===== config.mk =====
export PLATFORM = sky130hd
export DESIGN_NAME = legged_gait_phase_scheduler
export DESIGN_NICKNAME = d
export VERILOG_FILES = /design/src/hw/rtl/lgps_pkg.sv /design/src/hw/rtl/lgps_divider.sv /design/src/hw/rtl/lgps_front.sv /design/src/hw/rtl/lgps_queue.sv /design/src/hw/rtl/lgps_back.sv /design/src/hw/rtl/legged_gait_phase_scheduler.sv
export SDC_FILE = /design/constraint.sdc
export NUM_CORES = 2
export LEC_CHECK = 0
export ABC_AREA = 1
export BUFFER_PORTS_ARGS = -buffer_cell sky130_fd_sc_hd__buf_2
export CAP_MARGIN = 20
export CORE_MARGIN = 8
export CORE_UTILIZATION = 40
export DETAILED_ROUTE_END_ITERATION = 6
export SKIP_LAST_GASP = 1
export SLEW_MARGIN = 10
export SYNTH_ARGS = -nofsm -noshare
export SYNTH_HDL_FRONTEND = slang
export SYNTH_SLANG_ARGS = --single-unit

===== constraint.sdc =====
create_clock -name clock -period 24.8 [get_ports clock]
set_clock_uncertainty 0.05 [all_clocks]
set_input_delay 6.2 -clock clock [delete_from_list [all_inputs] [get_ports clock]]
set_output_delay 6.2 -clock clock [all_outputs]
set_load 0.05 [all_outputs]

===== src/hw/rtl/lgps_pkg.sv =====
// Shared constants, register codes and types for the gait phase scheduler.
// Used by every module under hw/rtl; depends on nothing else.
package lgps_pkg;

   localparam int TICK_W      = 31;
   localparam int TPS_W       = 10;
   localparam int SEG_W       = 5;
   localparam int BYTE_W      = 8;
   localparam int LEG_COUNT   = 4;
   localparam int LEG_IDX_W   = $clog2(LEG_COUNT);
   localparam int LEN_W       = TPS_W + SEG_W;
   localparam int FRAC_W      = 16;
   localparam int DVD_W       = LEN_W + FRAC_W;
   localparam int STEP_W      = $clog2(DVD_W + 1);
   localparam int QUEUE_DEPTH = 2;
   localparam int CSR_INDEX_W = 3;
   localparam int CSR_DATA_W  = 32;
   localparam int ROW_W       = 4;
   localparam int SEG_OUT_W   = 4;
   localparam int MASK_W      = LEG_COUNT;
   localparam int PROG_W      = LEG_COUNT * FRAC_W;

   localparam int MAX_SEGMENTS_DEFAULT = 16;

   localparam logic [TPS_W-1:0]      TPS_RESET = TPS_W'(20);
   localparam logic [SEG_W-1:0]      SEG_RESET = SEG_W'(10);
   localparam logic [CSR_DATA_W-1:0] OFF_RESET = 32'h0005_0500;
   localparam logic [CSR_DATA_W-1:0] DUR_RESET = 32'h0505_0505;

   localparam logic [CSR_INDEX_W-1:0] CSR_TICKS_PER_SEGMENT = CSR_INDEX_W'(0);
   localparam logic [CSR_INDEX_W-1:0] CSR_SEGMENT_COUNT     = CSR_INDEX_W'(1);
   localparam logic [CSR_INDEX_W-1:0] CSR_LEG_OFFSETS       = CSR_INDEX_W'(2);
   localparam logic [CSR_INDEX_W-1:0] CSR_LEG_DURATIONS     = CSR_INDEX_W'(3);

   // Configuration after clamping, as the datapath uses it.
   typedef struct packed {
      logic [TPS_W-1:0]                 tps;
      logic [SEG_W-1:0]                 n;
      logic [LEG_COUNT-1:0][SEG_W-1:0]  off;
      logic [LEG_COUNT-1:0][SEG_W-1:0]  dur;
   } cfg_type;

   typedef struct packed {
      logic [LEN_W-1:0]  rem_init;
      logic [DVD_W-1:0]  dividend;
      logic [LEN_W-1:0]  divisor;
      logic [STEP_W-1:0] steps;
   } div_req_type;

   typedef struct packed {
      logic              done;
      logic [FRAC_W-1:0] quotient;
      logic [LEN_W-1:0]  remainder;
   } div_rsp_type;

   // One classified tick, handed from the front to the row emitter.
   typedef struct packed {
      logic [SEG_W-1:0]                  seg;
      logic [FRAC_W-1:0]                 phase;
      logic [LEG_COUNT-1:0][FRAC_W-1:0]  stance;
      logic [LEG_COUNT-1:0][FRAC_W-1:0]  swing;
   } rec_type;

endpackage


===== src/hw/rtl/lgps_divider.sv =====
// Shared serial restoring divider, one quotient bit per clock.
// Depends on lgps_pkg for widths and request/response types.
module lgps_divider (
   input  logic                   clock,
   input  logic                   reset,
   input  logic                   start,
   input  lgps_pkg::div_req_type  req,
   output lgps_pkg::div_rsp_type  rsp
);
   import lgps_pkg::*;

   logic              run_ff, run_in;
   logic              done_ff, done_in;
   logic [LEN_W-1:0]  rem_ff, rem_in;
   logic [DVD_W-1:0]  dvd_ff, dvd_in;
   logic [LEN_W-1:0]  dsr_ff, dsr_in;
   logic [FRAC_W-1:0] quo_ff, quo_in;
   logic [STEP_W-1:0] cnt_ff, cnt_in;
   logic [LEN_W:0]    trial;
   logic              take;

   assign trial = {rem_ff, dvd_ff[DVD_W-1]};
   assign take  = trial >= {1'b0, dsr_ff};

   always_comb begin
      run_in  = run_ff;
      done_in = 1'b0;
      rem_in  = rem_ff;
      dvd_in  = dvd_ff;
      dsr_in  = dsr_ff;
      quo_in  = quo_ff;
      cnt_in  = cnt_ff;
      if (start) begin
         run_in = 1'b1;
         rem_in = req.rem_init;
         dvd_in = req.dividend;
         dsr_in = req.divisor;
         cnt_in = req.steps;
         quo_in = '0;
      end else if (run_ff) begin
         rem_in = take ? LEN_W'(trial - {1'b0, dsr_ff}) : trial[LEN_W-1:0];
         dvd_in = {dvd_ff[DVD_W-2:0], 1'b0};
         quo_in = {quo_ff[FRAC_W-2:0], take};
         cnt_in = cnt_ff - 1'b1;
         if (cnt_ff == STEP_W'(1)) begin
            run_in  = 1'b0;
            done_in = 1'b1;
         end
      end
   end

   always_ff @(posedge clock) begin
      if (reset) begin
         run_ff  <= 1'b0;
         done_ff <= 1'b0;
      end else begin
         run_ff  <= run_in;
         done_ff <= done_in;
      end
      rem_ff <= rem_in;
      dvd_ff <= dvd_in;
      dsr_ff <= dsr_in;
      quo_ff <= quo_in;
      cnt_ff <= cnt_in;
   end

   assign rsp.done      = done_ff;
   assign rsp.quotient  = quo_ff;
   assign rsp.remainder = rem_ff;

endmodule


===== src/hw/rtl/lgps_front.sv =====
// Front end: takes a tick, finds cycle position, segment, phase and per-leg progress.
// Depends on lgps_pkg and lgps_divider.
module lgps_front (
   input  logic                         clock,
   input  logic                         reset,
   input  logic                         start,
   input  logic [lgps_pkg::TICK_W-1:0]  tick_count,
   input  lgps_pkg::cfg_type            cfg,
   input  logic                         queue_full,
   output logic                         busy,
   output logic                         push,
   output lgps_pkg::rec_type            push_data
);
   import lgps_pkg::*;

   typedef enum logic [15:0] {
      F_IDLE     = 16'h0001,
      F_LEN      = 16'h0002,
      F_MOD_GO   = 16'h0004,
      F_MOD_WAIT = 16'h0008,
      F_SEG_GO   = 16'h0010,
      F_SEG_WAIT = 16'h0020,
      F_PH_GO    = 16'h0040,
      F_PH_WAIT  = 16'h0080,
      F_LEG_O    = 16'h0100,
      F_LEG_D    = 16'h0200,
      F_ST_GO    = 16'h0400,
      F_ST_WAIT  = 16'h0800,
      F_SW_PREP  = 16'h1000,
      F_SW_GO    = 16'h2000,
      F_SW_WAIT  = 16'h4000,
      F_PUSH     = 16'h8000
   } front_state_type;

   front_state_type                  state_ff, state_in;
   logic [TICK_W-1:0]                tick_ff, tick_in;
   logic [LEN_W-1:0]                 len_ff, len_in;
   logic [LEN_W-1:0]                 p_ff, p_in;
   logic [SEG_W-1:0]                 seg_ff, seg_in;
   logic [FRAC_W-1:0]                phase_ff, phase_in;
   logic [LEG_IDX_W-1:0]             leg_ff, leg_in;
   logic [LEN_W-1:0]                 ot_ff, ot_in;
   logic [LEN_W-1:0]                 dt_ff, dt_in;
   logic [LEN_W-1:0]                 so_ff, so_in;
   logic [LEN_W-1:0]                 w_ff, w_in;
   logic [LEG_COUNT-1:0][FRAC_W-1:0] stance_ff, stance_in;
   logic [LEG_COUNT-1:0][FRAC_W-1:0] swing_ff, swing_in;
   // Remembers whether the swing step launched a division.
   logic                             sw_div_ff, sw_div_in;

   logic [SEG_W-1:0]  mul_a;
   logic [LEN_W-1:0]  product;
   logic [LEN_W-1:0]  base;
   logic [LEN_W-1:0]  den;
   logic [LEN_W:0]    wrap_q;
   logic [LEN_W-1:0]  q;
   logic [LEN_W:0]    so_sum;
   logic              div_start;
   div_req_type       div_req;
   div_rsp_type       div_rsp;

   lgps_divider u_divider (
      .clock (clock),
      .reset (reset),
      .start (div_start),
      .req   (div_req),
      .rsp   (div_rsp)
   );

   // One small multiplier serves the cycle length and both per-leg tick counts.
   always_comb begin
      case (state_ff)
         F_LEN:   mul_a = cfg.n;
         F_LEG_O: mul_a = cfg.off[leg_ff];
         F_LEG_D: mul_a = cfg.dur[leg_ff];
         default: mul_a = '0;
      endcase
   end
   assign product = LEN_W'(mul_a) * LEN_W'(cfg.tps);

   // Distance from the stance or swing start back to the current position.
   assign base   = (state_ff == F_SW_GO) ? so_ff : ot_ff;
   assign den    = (state_ff == F_SW_GO) ? w_ff : dt_ff;
   assign wrap_q = {1'b0, p_ff} + {1'b0, len_ff} - {1'b0, base};
   assign q      = (p_ff >= base) ? LEN_W'(p_ff - base) : wrap_q[LEN_W-1:0];
   assign so_sum = {1'b0, ot_ff} + {1'b0, dt_ff};

   always_comb begin
      state_in  = state_ff;
      tick_in   = tick_ff;
      len_in    = len_ff;
      p_in      = p_ff;
      seg_in    = seg_ff;
      phase_in  = phase_ff;
      leg_in    = leg_ff;
      ot_in     = ot_ff;
      dt_in     = dt_ff;
      so_in     = so_ff;
      w_in      = w_ff;
      stance_in = stance_ff;
      swing_in  = swing_ff;
      div_start = 1'b0;
      div_req   = '0;
      push      = 1'b0;
      case (state_ff)
         F_IDLE: begin
            if (start) begin
               tick_in  = tick_count;
               leg_in   = '0;
               state_in = F_LEN;
            end
         end
         F_LEN: begin
            len_in   = product;
            state_in = F_MOD_GO;
         end
         F_MOD_GO: begin
            div_start        = 1'b1;
            div_req.rem_init = '0;
            div_req.dividend = DVD_W'(tick_ff);
            div_req.divisor  = len_ff;
            div_req.steps    = STEP_W'(TICK_W);
            state_in         = F_MOD_WAIT;
         end
         F_MOD_WAIT: begin
            if (div_rsp.done) begin
               p_in     = div_rsp.remainder;
               state_in = F_SEG_GO;
            end
         end
         F_SEG_GO: begin
            div_start        = 1'b1;
            div_req.rem_init = '0;
            div_req.dividend = {p_ff, FRAC_W'(0)};
            div_req.divisor  = LEN_W'(cfg.tps);
            div_req.steps    = STEP_W'(LEN_W);
            state_in         = F_SEG_WAIT;
         end
         F_SEG_WAIT: begin
            if (div_rsp.done) begin
               seg_in   = div_rsp.quotient[SEG_W-1:0];
               state_in = F_PH_GO;
            end
         end
         F_PH_GO: begin
            div_start        = 1'b1;
            div_req.rem_init = p_ff;
            div_req.dividend = '0;
            div_req.divisor  = len_ff;
            div_req.steps    = STEP_W'(FRAC_W);
            state_in         = F_PH_WAIT;
         end
         F_PH_WAIT: begin
            if (div_rsp.done) begin
               phase_in = div_rsp.quotient;
               state_in = F_LEG_O;
            end
         end
         F_LEG_O: begin
            ot_in    = product;
            state_in = F_LEG_D;
         end
         F_LEG_D: begin
            dt_in    = product;
            state_in = F_ST_GO;
         end
         F_ST_GO: begin
            // An empty stance or a position past its end reads as zero; exactly at
            // the end the progress saturates just below one.
            if (den == '0 || q > den) begin
               stance_in[leg_ff] = '0;
               state_in          = F_SW_PREP;
            end else if (q == den) begin
               stance_in[leg_ff] = '1;
               state_in          = F_SW_PREP;
            end else begin
               div_start        = 1'b1;
               div_req.rem_init = q;
               div_req.dividend = '0;
               div_req.divisor  = den;
               div_req.steps    = STEP_W'(FRAC_W);
               state_in         = F_ST_WAIT;
            end
         end
         F_ST_WAIT: begin
            if (div_rsp.done) begin
               stance_in[leg_ff] = div_rsp.quotient;
               state_in          = F_SW_PREP;
            end
         end
         F_SW_PREP: begin
            so_in    = (so_sum > {1'b0, len_ff}) ? LEN_W'(so_sum - {1'b0, len_ff})
                                                 : so_sum[LEN_W-1:0];
            w_in     = len_ff - dt_ff;
            state_in = F_SW_GO;
         end
         F_SW_GO: begin
            if (den == '0 || q > den) begin
               swing_in[leg_ff] = '0;
               state_in         = F_SW_WAIT;
            end else if (q == den) begin
               swing_in[leg_ff] = '1;
               state_in         = F_SW_WAIT;
            end else begin
               div_start        = 1'b1;
               div_req.rem_init = q;
               div_req.dividend = '0;
               div_req.divisor  = den;
               div_req.steps    = STEP_W'(FRAC_W);
               state_in         = F_SW_WAIT;
            end
         end
         F_SW_WAIT: begin
            // Entered either with the swing value already set or with a division
            // running; only the running case waits for the divider.
            if (div_rsp.done || !sw_div_ff) begin
               if (div_rsp.done) begin
                  swing_in[leg_ff] = div_rsp.quotient;
               end
               if (leg_ff == LEG_IDX_W'(LEG_COUNT - 1)) begin
                  state_in = F_PUSH;
               end else begin
                  leg_in   = leg_ff + 1'b1;
                  state_in = F_LEG_O;
               end
            end
         end
         F_PUSH: begin
            if (!queue_full) begin
               push     = 1'b1;
               state_in = F_IDLE;
            end
         end
         default: begin
            state_in = F_IDLE;
         end
      endcase
   end

   assign sw_div_in = (state_ff == F_SW_GO) ? div_start : sw_div_ff;

   always_ff @(posedge clock) begin
      if (reset) begin
         state_ff  <= F_IDLE;
         sw_div_ff <= 1'b0;
      end else begin
         state_ff  <= state_in;
         sw_div_ff <= sw_div_in;
      end
      tick_ff   <= tick_in;
      len_ff    <= len_in;
      p_ff      <= p_in;
      seg_ff    <= seg_in;
      phase_ff  <= phase_in;
      leg_ff    <= leg_in;
      ot_ff     <= ot_in;
      dt_ff     <= dt_in;
      so_ff     <= so_in;
      w_ff      <= w_in;
      stance_ff <= stance_in;
      swing_ff  <= swing_in;
   end

   assign busy             = (state_ff != F_IDLE);
   assign push_data.seg    = seg_ff;
   assign push_data.phase  = phase_ff;
   assign push_data.stance = stance_ff;
   assign push_data.swing  = swing_ff;

endmodule


===== src/hw/rtl/lgps_queue.sv =====
// Two-entry queue of classified ticks between the front end and the row emitter.
// Depends on lgps_pkg for the entry type and depth.
module lgps_queue (
   input  logic               clock,
   input  logic               reset,
   input  logic               push,
   input  lgps_pkg::rec_type  push_data,
   input  logic               pop,
   output logic               full,
   output logic               empty,
   output lgps_pkg::rec_type  head
);
   import lgps_pkg::*;

   localparam int PTR_W = (QUEUE_DEPTH > 1) ? $clog2(QUEUE_DEPTH) : 1;
   localparam int CNT_W = $clog2(QUEUE_DEPTH + 1);

   rec_type           entry_ff [QUEUE_DEPTH];
   logic [PTR_W-1:0]  wr_ptr_ff, wr_ptr_in;
   logic [PTR_W-1:0]  rd_ptr_ff, rd_ptr_in;
   logic [CNT_W-1:0]  count_ff, count_in;
   logic              do_push;
   logic              do_pop;

   assign full    = (count_ff == CNT_W'(QUEUE_DEPTH));
   assign empty   = (count_ff == '0);
   assign do_push = push && !full;
   assign do_pop  = pop && !empty;
   assign head    = entry_ff[rd_ptr_ff];

   always_comb begin
      wr_ptr_in = wr_ptr_ff;
      rd_ptr_in = rd_ptr_ff;
      count_in  = count_ff;
      if (do_push) begin
         wr_ptr_in = (wr_ptr_ff == PTR_W'(QUEUE_DEPTH - 1)) ? '0 : wr_ptr_ff + 1'b1;
      end
      if (do_pop) begin
         rd_ptr_in = (rd_ptr_ff == PTR_W'(QUEUE_DEPTH - 1)) ? '0 : rd_ptr_ff + 1'b1;
      end
      if (do_push && !do_pop) begin
         count_in = count_ff + 1'b1;
      end else if (do_pop && !do_push) begin
         count_in = count_ff - 1'b1;
      end
   end

   always_ff @(posedge clock) begin
      if (reset) begin
         wr_ptr_ff <= '0;
         rd_ptr_ff <= '0;
         count_ff  <= '0;
      end else begin
         wr_ptr_ff <= wr_ptr_in;
         rd_ptr_ff <= rd_ptr_in;
         count_ff  <= count_in;
      end
      if (do_push) begin
         entry_ff[wr_ptr_ff] <= push_data;
      end
   end

endmodule


===== src/hw/rtl/lgps_back.sv =====
// Row emitter: one lookahead row per clock, with that future segment's contact mask.
// Depends on lgps_pkg for the entry and configuration types.
module lgps_back (
   input  logic                            clock,
   input  logic                            reset,
   input  lgps_pkg::cfg_type               cfg,
   input  logic                            queue_empty,
   input  lgps_pkg::rec_type               head,
   output logic                            pop,
   output logic                            rsp_strobe,
   output logic [lgps_pkg::ROW_W-1:0]      rsp_horizon_row,
   output logic [lgps_pkg::MASK_W-1:0]     rsp_contact_mask,
   output logic                            rsp_last_row,
   output logic [lgps_pkg::SEG_OUT_W-1:0]  rsp_segment_index,
   output logic [lgps_pkg::FRAC_W-1:0]     rsp_cycle_phase,
   output logic [lgps_pkg::PROG_W-1:0]     rsp_stance_progress,
   output logic [lgps_pkg::PROG_W-1:0]     rsp_swing_progress
);
   import lgps_pkg::*;

   typedef enum logic [1:0] {
      B_IDLE = 2'b01,
      B_EMIT = 2'b10
   } back_state_type;

   back_state_type    state_ff, state_in;
   rec_type           cur_ff, cur_in;
   logic [SEG_W-1:0]  row_ff, row_in;
   logic [SEG_W-1:0]  it_ff, it_in;
   logic              strobe_ff, strobe_in;
   logic [ROW_W-1:0]     row_out_ff, row_out_in;
   logic [MASK_W-1:0]    mask_out_ff, mask_out_in;
   logic                 last_out_ff, last_out_in;
   logic [SEG_OUT_W-1:0] seg_out_ff, seg_out_in;
   logic [FRAC_W-1:0]    phase_out_ff, phase_out_in;
   logic [PROG_W-1:0]    stance_out_ff, stance_out_in;
   logic [PROG_W-1:0]    swing_out_ff, swing_out_in;

   logic [SEG_W-1:0]  first_it;
   logic [SEG_W-1:0]  next_it;
   logic              last;
   logic [SEG_W:0]    prog [LEG_COUNT];
   logic [MASK_W-1:0] mask;

   assign first_it = (head.seg + 1'b1 == cfg.n) ? '0 : head.seg + 1'b1;
   assign next_it  = (it_ff + 1'b1 == cfg.n) ? '0 : it_ff + 1'b1;
   assign last     = (row_ff == cfg.n - 1'b1);

   // A leg stands in a segment when the segment lies within its stance window,
   // counted forward from its offset around the cycle.
   always_comb begin
      for (int l = 0; l < LEG_COUNT; l++) begin
         if (it_ff >= cfg.off[l]) begin
            prog[l] = {1'b0, it_ff} - {1'b0, cfg.off[l]};
         end else begin
            prog[l] = {1'b0, it_ff} + {1'b0, cfg.n} - {1'b0, cfg.off[l]};
         end
         mask[l] = prog[l] < {1'b0, cfg.dur[l]};
      end
   end

   always_comb begin
      state_in      = state_ff;
      cur_in        = cur_ff;
      row_in        = row_ff;
      it_in         = it_ff;
      pop           = 1'b0;
      strobe_in     = 1'b0;
      row_out_in    = row_out_ff;
      mask_out_in   = mask_out_ff;
      last_out_in   = last_out_ff;
      seg_out_in    = seg_out_ff;
      phase_out_in  = phase_out_ff;
      stance_out_in = stance_out_ff;
      swing_out_in  = swing_out_ff;
      case (state_ff)
         B_IDLE: begin
            if (!queue_empty) begin
               pop      = 1'b1;
               cur_in   = head;
               row_in   = '0;
               it_in    = first_it;
               state_in = B_EMIT;
            end
         end
         B_EMIT: begin
            strobe_in     = 1'b1;
            row_out_in    = ROW_W'(row_ff);
            mask_out_in   = mask;
            last_out_in   = last;
            seg_out_in    = SEG_OUT_W'(cur_ff.seg);
            phase_out_in  = cur_ff.phase;
            stance_out_in = cur_ff.stance;
            swing_out_in  = cur_ff.swing;
            if (last) begin
               state_in = B_IDLE;
            end else begin
               row_in = row_ff + 1'b1;
               it_in  = next_it;
            end
         end
         default: begin
            state_in = B_IDLE;
         end
      endcase
   end

   always_ff @(posedge clock) begin
      if (reset) begin
         state_ff  <= B_IDLE;
         strobe_ff <= 1'b0;
      end else begin
         state_ff  <= state_in;
         strobe_ff <= strobe_in;
      end
      cur_ff        <= cur_in;
      row_ff        <= row_in;
      it_ff         <= it_in;
      row_out_ff    <= row_out_in;
      mask_out_ff   <= mask_out_in;
      last_out_ff   <= last_out_in;
      seg_out_ff    <= seg_out_in;
      phase_out_ff  <= phase_out_in;
      stance_out_ff <= stance_out_in;
      swing_out_ff  <= swing_out_in;
   end

   assign rsp_strobe          = strobe_ff;
   assign rsp_horizon_row     = row_out_ff;
   assign rsp_contact_mask    = mask_out_ff;
   assign rsp_last_row        = last_out_ff;
   assign rsp_segment_index   = seg_out_ff;
   assign rsp_cycle_phase     = phase_out_ff;
   assign rsp_stance_progress = stance_out_ff;
   assign rsp_swing_progress  = swing_out_ff;

endmodule


===== src/hw/rtl/legged_gait_phase_scheduler.sv =====
// Top level of the four-leg gait phase scheduler: configuration registers,
// front end, queue and row emitter. Depends on lgps_pkg and all lgps_* modules.
//
// Pulse start while busy is low to hand in one control tick count; busy rises at the
// next edge and stays high while the front end works on that tick (longer only if
// the queue is full), the bulk of it spent in one shared serial divider that yields
// one quotient bit per clock (a 31-bit modulo, a segment divide, the cycle phase and
// up to eight leg progress fractions). Each tick then produces one result beat per
// gait segment, on consecutive clocks, each marked by rsp_strobe for exactly one
// clock; the receiver cannot hold beats off and must take every one of them. When
// the row emitter is idle, the first beat of a tick comes out after busy falls, once
// the record has passed the queue, the emitter's idle state and its output registers,
// and rsp_last_row marks the final beat. A two-entry queue sits between the front end
// and the row emitter, so the next tick may be handed in while the previous one's
// rows are still going out. Configuration registers are written through the csr_
// port, one per clock, and must only be changed while no tick is in flight.
module legged_gait_phase_scheduler #(
   parameter int MAX_SEGMENTS = lgps_pkg::MAX_SEGMENTS_DEFAULT
) (
   input  logic                              clock,
   input  logic                              reset,
   input  logic                              start,
   output logic                              busy,
   input  logic [lgps_pkg::TICK_W-1:0]       req_tick_count,
   output logic                              rsp_strobe,
   output logic [lgps_pkg::ROW_W-1:0]        rsp_horizon_row,
   output logic [lgps_pkg::MASK_W-1:0]       rsp_contact_mask,
   output logic                              rsp_last_row,
   output logic [lgps_pkg::SEG_OUT_W-1:0]    rsp_segment_index,
   output logic [lgps_pkg::FRAC_W-1:0]       rsp_cycle_phase,
   output logic [lgps_pkg::PROG_W-1:0]       rsp_stance_progress,
   output logic [lgps_pkg::PROG_W-1:0]       rsp_swing_progress,
   input  logic                              csr_write_enable,
   input  logic [lgps_pkg::CSR_INDEX_W-1:0]  csr_index,
   input  logic [lgps_pkg::CSR_DATA_W-1:0]   csr_write_data
);
   import lgps_pkg::*;

   logic [TPS_W-1:0]      tps_ff, tps_in;
   logic [SEG_W-1:0]      nseg_ff, nseg_in;
   logic [CSR_DATA_W-1:0] off_ff, off_in;
   logic [CSR_DATA_W-1:0] dur_ff, dur_in;
   cfg_type               cfg_ff, cfg_in;
   logic [SEG_W-1:0]      n_eff;
   logic [BYTE_W-1:0]     off_byte [LEG_COUNT];
   logic [BYTE_W-1:0]     dur_byte [LEG_COUNT];

   logic     front_busy;
   logic     accept;
   logic     push;
   rec_type  push_data;
   logic     queue_full;
   logic     queue_empty;
   logic     pop;
   rec_type  head;

   // Register writes. Unknown indexes leave every register unchanged.
   always_comb begin
      tps_in  = tps_ff;
      nseg_in = nseg_ff;
      off_in  = off_ff;
      dur_in  = dur_ff;
      if (csr_write_enable) begin
         case (csr_index)
            CSR_TICKS_PER_SEGMENT: tps_in  = csr_write_data[TPS_W-1:0];
            CSR_SEGMENT_COUNT:     nseg_in = csr_write_data[SEG_W-1:0];
            CSR_LEG_OFFSETS:       off_in  = csr_write_data;
            CSR_LEG_DURATIONS:     dur_in  = csr_write_data;
            default: begin
            end
         endcase
      end
   end

   // Clamped configuration. A zero tick count per segment counts as one, the segment
   // count is held between one and the maximum, offsets are held below the segment
   // count and durations at or below it. The result is registered in cfg_ff, behind
   // the configuration registers, so the datapath sees a write only once both hold it.
   always_comb begin
      if (nseg_ff == '0) begin
         n_eff = SEG_W'(1);
      end else if (32'(nseg_ff) > MAX_SEGMENTS) begin
         n_eff = SEG_W'(MAX_SEGMENTS);
      end else begin
         n_eff = nseg_ff;
      end
      cfg_in.tps = (tps_ff == '0) ? TPS_W'(1) : tps_ff;
      cfg_in.n   = n_eff;
      for (int l = 0; l < LEG_COUNT; l++) begin
         off_byte[l] = off_ff[l*BYTE_W +: BYTE_W];
         dur_byte[l] = dur_ff[l*BYTE_W +: BYTE_W];
         if (off_byte[l] > BYTE_W'(n_eff - 1'b1)) begin
            cfg_in.off[l] = n_eff - 1'b1;
         end else begin
            cfg_in.off[l] = off_byte[l][SEG_W-1:0];
         end
         if (dur_byte[l] > BYTE_W'(n_eff)) begin
            cfg_in.dur[l] = n_eff;
         end else begin
            cfg_in.dur[l] = dur_byte[l][SEG_W-1:0];
         end
      end
   end

   always_ff @(posedge clock) begin
      if (reset) begin
         tps_ff  <= TPS_RESET;
         nseg_ff <= SEG_RESET;
         off_ff  <= OFF_RESET;
         dur_ff  <= DUR_RESET;
      end else begin
         tps_ff  <= tps_in;
         nseg_ff <= nseg_in;
         off_ff  <= off_in;
         dur_ff  <= dur_in;
      end
      cfg_ff <= cfg_in;
   end

   assign busy   = front_busy;
   assign accept = start && !front_busy;

   lgps_front u_front (
      .clock      (clock),
      .reset      (reset),
      .start      (accept),
      .tick_count (req_tick_count),
      .cfg        (cfg_ff),
      .queue_full (queue_full),
      .busy       (front_busy),
      .push       (push),
      .push_data  (push_data)
   );

   lgps_queue u_queue (
      .clock     (clock),
      .reset     (reset),
      .push      (push),
      .push_data (push_data),
      .pop       (pop),
      .full      (queue_full),
      .empty     (queue_empty),
      .head      (head)
   );

   lgps_back u_back (
      .clock               (clock),
      .reset               (reset),
      .cfg                 (cfg_ff),
      .queue_empty         (queue_empty),
      .head                (head),
      .pop                 (pop),
      .rsp_strobe          (rsp_strobe),
      .rsp_horizon_row     (rsp_horizon_row),
      .rsp_contact_mask    (rsp_contact_mask),
      .rsp_last_row        (rsp_last_row),
      .rsp_segment_index   (rsp_segment_index),
      .rsp_cycle_phase     (rsp_cycle_phase),
      .rsp_stance_progress (rsp_stance_progress),
      .rsp_swing_progress  (rsp_swing_progress)
   );

endmodule


==> impl_metrics.json <==
{
  "yosys-top-cells-area": "edfxtp_1, nand2_1, dfxtp_1",
  "post-cts-setup-buffer-count": 0,
  "yosysTopAreaCell": "edfxtp_1",
  "cts_buffers": 115,
  "via_per_inst": 5.051,
  "grtUsageTotal_pct": 17.45,
  "avgSynthCellArea_sq_um": 10.95,
  "area_growth_pct": 13.39,
  "maxCapViolCount": 0,
  "clock_power_share_pct": 31.8,
  "powerDensity_mw_per_mm2": 94.69,
  "antenna_found_initial": 1,
  "internal_power_mw": 3.758,
  "yosysSeqAreaShare_pct": 62.59,
  "finalNonFillerCells": 6691,
  "hpwl_um": 88000,
  "synth_top_area_share_pct": 55.68,
  "insertion_delay_ns": 0.74,
  "grt_pass1_wl_um": 193700,
  "nNetsFinal": 5304,
  "cellLeakagePower_nw": 23.62,
  "cts.sinks": 1128,
  "synthFlopType": "edfxtp_1",
  "core_area_sq_mm": 0.1274,
  "pwr-share-seq_pct": 45.6,
  "htreeDepth": 3,
  "final_antenna_net_count": 0,
  "grt-ovfl-total": 0,
  "gp_congestion": 0.8963,
  "fin_setup_tns_ns": 0,
  "cp.required_ns": 18.55,
  "dpl.cell_count": 6473,
  "clock_path_buffers": 3,
  "seqCellArea_sq_mm": 0.03210,
  "status": "completed",
  "hold_path.class": "flop to flop",
  "synth_seq_cells": 1128,
  "clkTransAtPathRegs_ns": 0.06,
  "total_power_mw": 5.507,
  "path_max_fanout": 19,
  "path_cells": "nor2_1, nand2_1, inv_2, nand2_1, nor2_2, nand2_1, buf_2",
  "fin_util_pct": 45.66,
  "syn_area_sq_mm": 0.05129,
  "drt-total-wl_um": 126100,
  "cp-end-kind": "output pin",
  "cpMaxStageDelayCell": "nor2_2",
  "clock.fmax_ghz": 0.1091,
  "route.detailed.drc": 0,
  "die_y_um": 374.1,
  "setup_violations": 0,
  "combPwrFrac_pct": 22.6,
  "crit_type": "flop to output pin",
  "synth_edf_count": 951,
  "cts-resized-gates": 0,
  "critPathTopFamily": "simple AND/OR/NAND/NOR gates",
  "final_cell_mix": "nand2_1, edfxtp_1, inv_1",
  "cts_hold_buf": 0,
  "timing.final.crit_share_pct": 36.94,
  "synth_cells": 4683,
  "async_reset_ff_share_pct": 0,
  "ios": 229,
  "worstPathArrival_ns": 2.91,
  "diodes": 0,
  "start_util_pct": 40.27,
  "yosys_warnings": 0,
  "die_area_sq_mm": 0.1399,
  "grt_max_degree": 100,
  "cts_root_buf": "clkbuf_16",
  "multi_input_comb_area_sq_mm": 0.01698,
  "layout_commonest_cell": "nand2_1",
  "p_sw_share_pct": 31.76,
  "cp-start-kind": "flop",
  "fill_cells": 11610,
  "finalCriticalPeriod_ns": 9.162,
  "critPathMaxStageDelay_ns": 0.70,
  "drtIter0Drc": 2719,
  "cpMostUsedCell": "nand2_1",
  "drive_above_1_share_pct": 10.52,
  "first_pass_iters": 6,
  "cts_tree": "done",
  "final-hold-violation-count": 0,
  "holdWs_ns": 0.2720,
  "path_buf_inv": 2,
  "rsz0062_at_grt": "no",
  "drv_slew": 0,
  "num_vias": 33800,
  "wl_per_cell_um": 18.84,
  "portBuffers": 228,
  "synth.distinct_cells": 58,
  "slew_headroom_pct": 27.63,
  "num_rows": 131,
  "grt_pass1_vias": 32700,
  "max-vdd-ir-drop_mv": 0.07732,
  "die_x_um": 374.1,
  "p_sw_mw": 1.749,
  "tightestPinTransition_ns": 1.086
}
power by group through the flow:
stage,logic [mW],registers [mW],clock network (mW)
after global placement,1.23,2.55,0
after global routing,1.42,2.53,1.87
after CTS,1.26,2.51,1.80
after floorplan,0.880,2.53,0
final,1.24,2.51,1.75
after detailed placement,1.25,2.55,0
worst reg2reg max path, cell delays in order, from the launching register on:
cell	delay (ns)
dfxtp_1	0.34
nor2_2	0.14
nand2_2	0.11
nor2_4	0.48
nand2_1	0.11
buf_4	0.30
inv_1	0.22
nor2_1	0.06
nor2_1	0.21
inv_1	0.11
fa_1	0.52
inv_1	0.06
fa_1	0.43
o21ai_0	0.45
a21oi_1	0.15
xor2_1	0.21
mux2i_1	0.18
ha_1	0.40
nand4_1	0.10
nor3b_1	0.24
nand2_1	0.21
nand2_1	0.34
nand4_4	0.66
nand2_2	0.91
through the flow:
stage,instance area (sq um),worst slack (ns)
final,58160,15.64
after global routing,58160,15.40
after CTS,58120,15.55
after detailed placement,54260,16.37
after global placement,54220,15.91
after floorplan,51330,16.67
cell usage after synthesis, types with 12 or more instances:
cell type  instances
mux2i_1           15
a21o_1            15
nand3_1          258
dfxtp_1          177
ha_1             252
o22ai_1           12
o21ai_2           21
o211ai_1          13
inv_1            428
xor2_1            67
nand2_1         1182
nand3b_1          18
edfxtp_1         951
xnor2_1           46
o21ai_0          267
a21oi_1          192
nor3_1            38
fa_1              52
o21bai_1          13
nand4_1           52
nor2_1           273
o21ai_1           78
clkbuf_1         114
buf_4             12
path summary, 6_finish.rpt:
kind | end | startpoint | slack (ns) | depth (start not counted)
max | busy | u_front.state_ff[8]$_SDFFE_PP0P_ | 15.64 | 7
min | cfg_ff[51]$_SDFF_PN0_ | tps_ff[6]$_SDFFE_PP0P_ | 0.27 | 0
min reg2reg | cfg_ff[51]$_SDFF_PN0_ | tps_ff[6]$_SDFFE_PP0P_ | 0.27 | 0
max reg2reg | u_front.u_divider.dsr_ff[12]$_SDFFCE_PN0P_ | u_front.state_ff[0]$_SDFFE_PP1P_ | 17.41 | 23
final cells by class:
| type | instances | share of cell area [%] |
|---|---|---|
| Clock inverter | 69 | 1.355 |
| Timing Repair Buffer | 267 | 2.554 |
| Tap cell | 1662 | 3.576 |
| Inverter | 435 | 2.829 |
| Multi-Input combinational cell | 2983 | 29.20 |
| Clock buffer | 147 | 5.280 |
| Sequential cell | 1128 | 55.20 |
routing by layer:
layer | vias up | GRT usage [%] | part of all wire (%)
li1 | 16620 | - | -
met1 | 16120 | 24.39 | 46
met2 | 884 | 28.44 | 46
met3 | 173 | 2.596 | 5.5
met4 | 0 | 4.675 | 2.2
met5 | - | 0 | 0
logic make-up (layout without fill, tap and decap cells):
group | Yosys count | in the layout | synth area share [%]
compound gates | 677 | 677 | 7.438
xor+xnor | 113 | 113 | 1.930
fa+ha+maj | 304 | 304 | 8.177
buf+inv | 583 | 918 | 4.481
flops | 1128 | 1128 | 62.59
mux | 15 | 15 | 0.2927
other cells | 1 | 12 | 0.007312
simple gates | 1862 | 1862 | 15.08
Note: power is estimated with default switching activity, not from simulation.
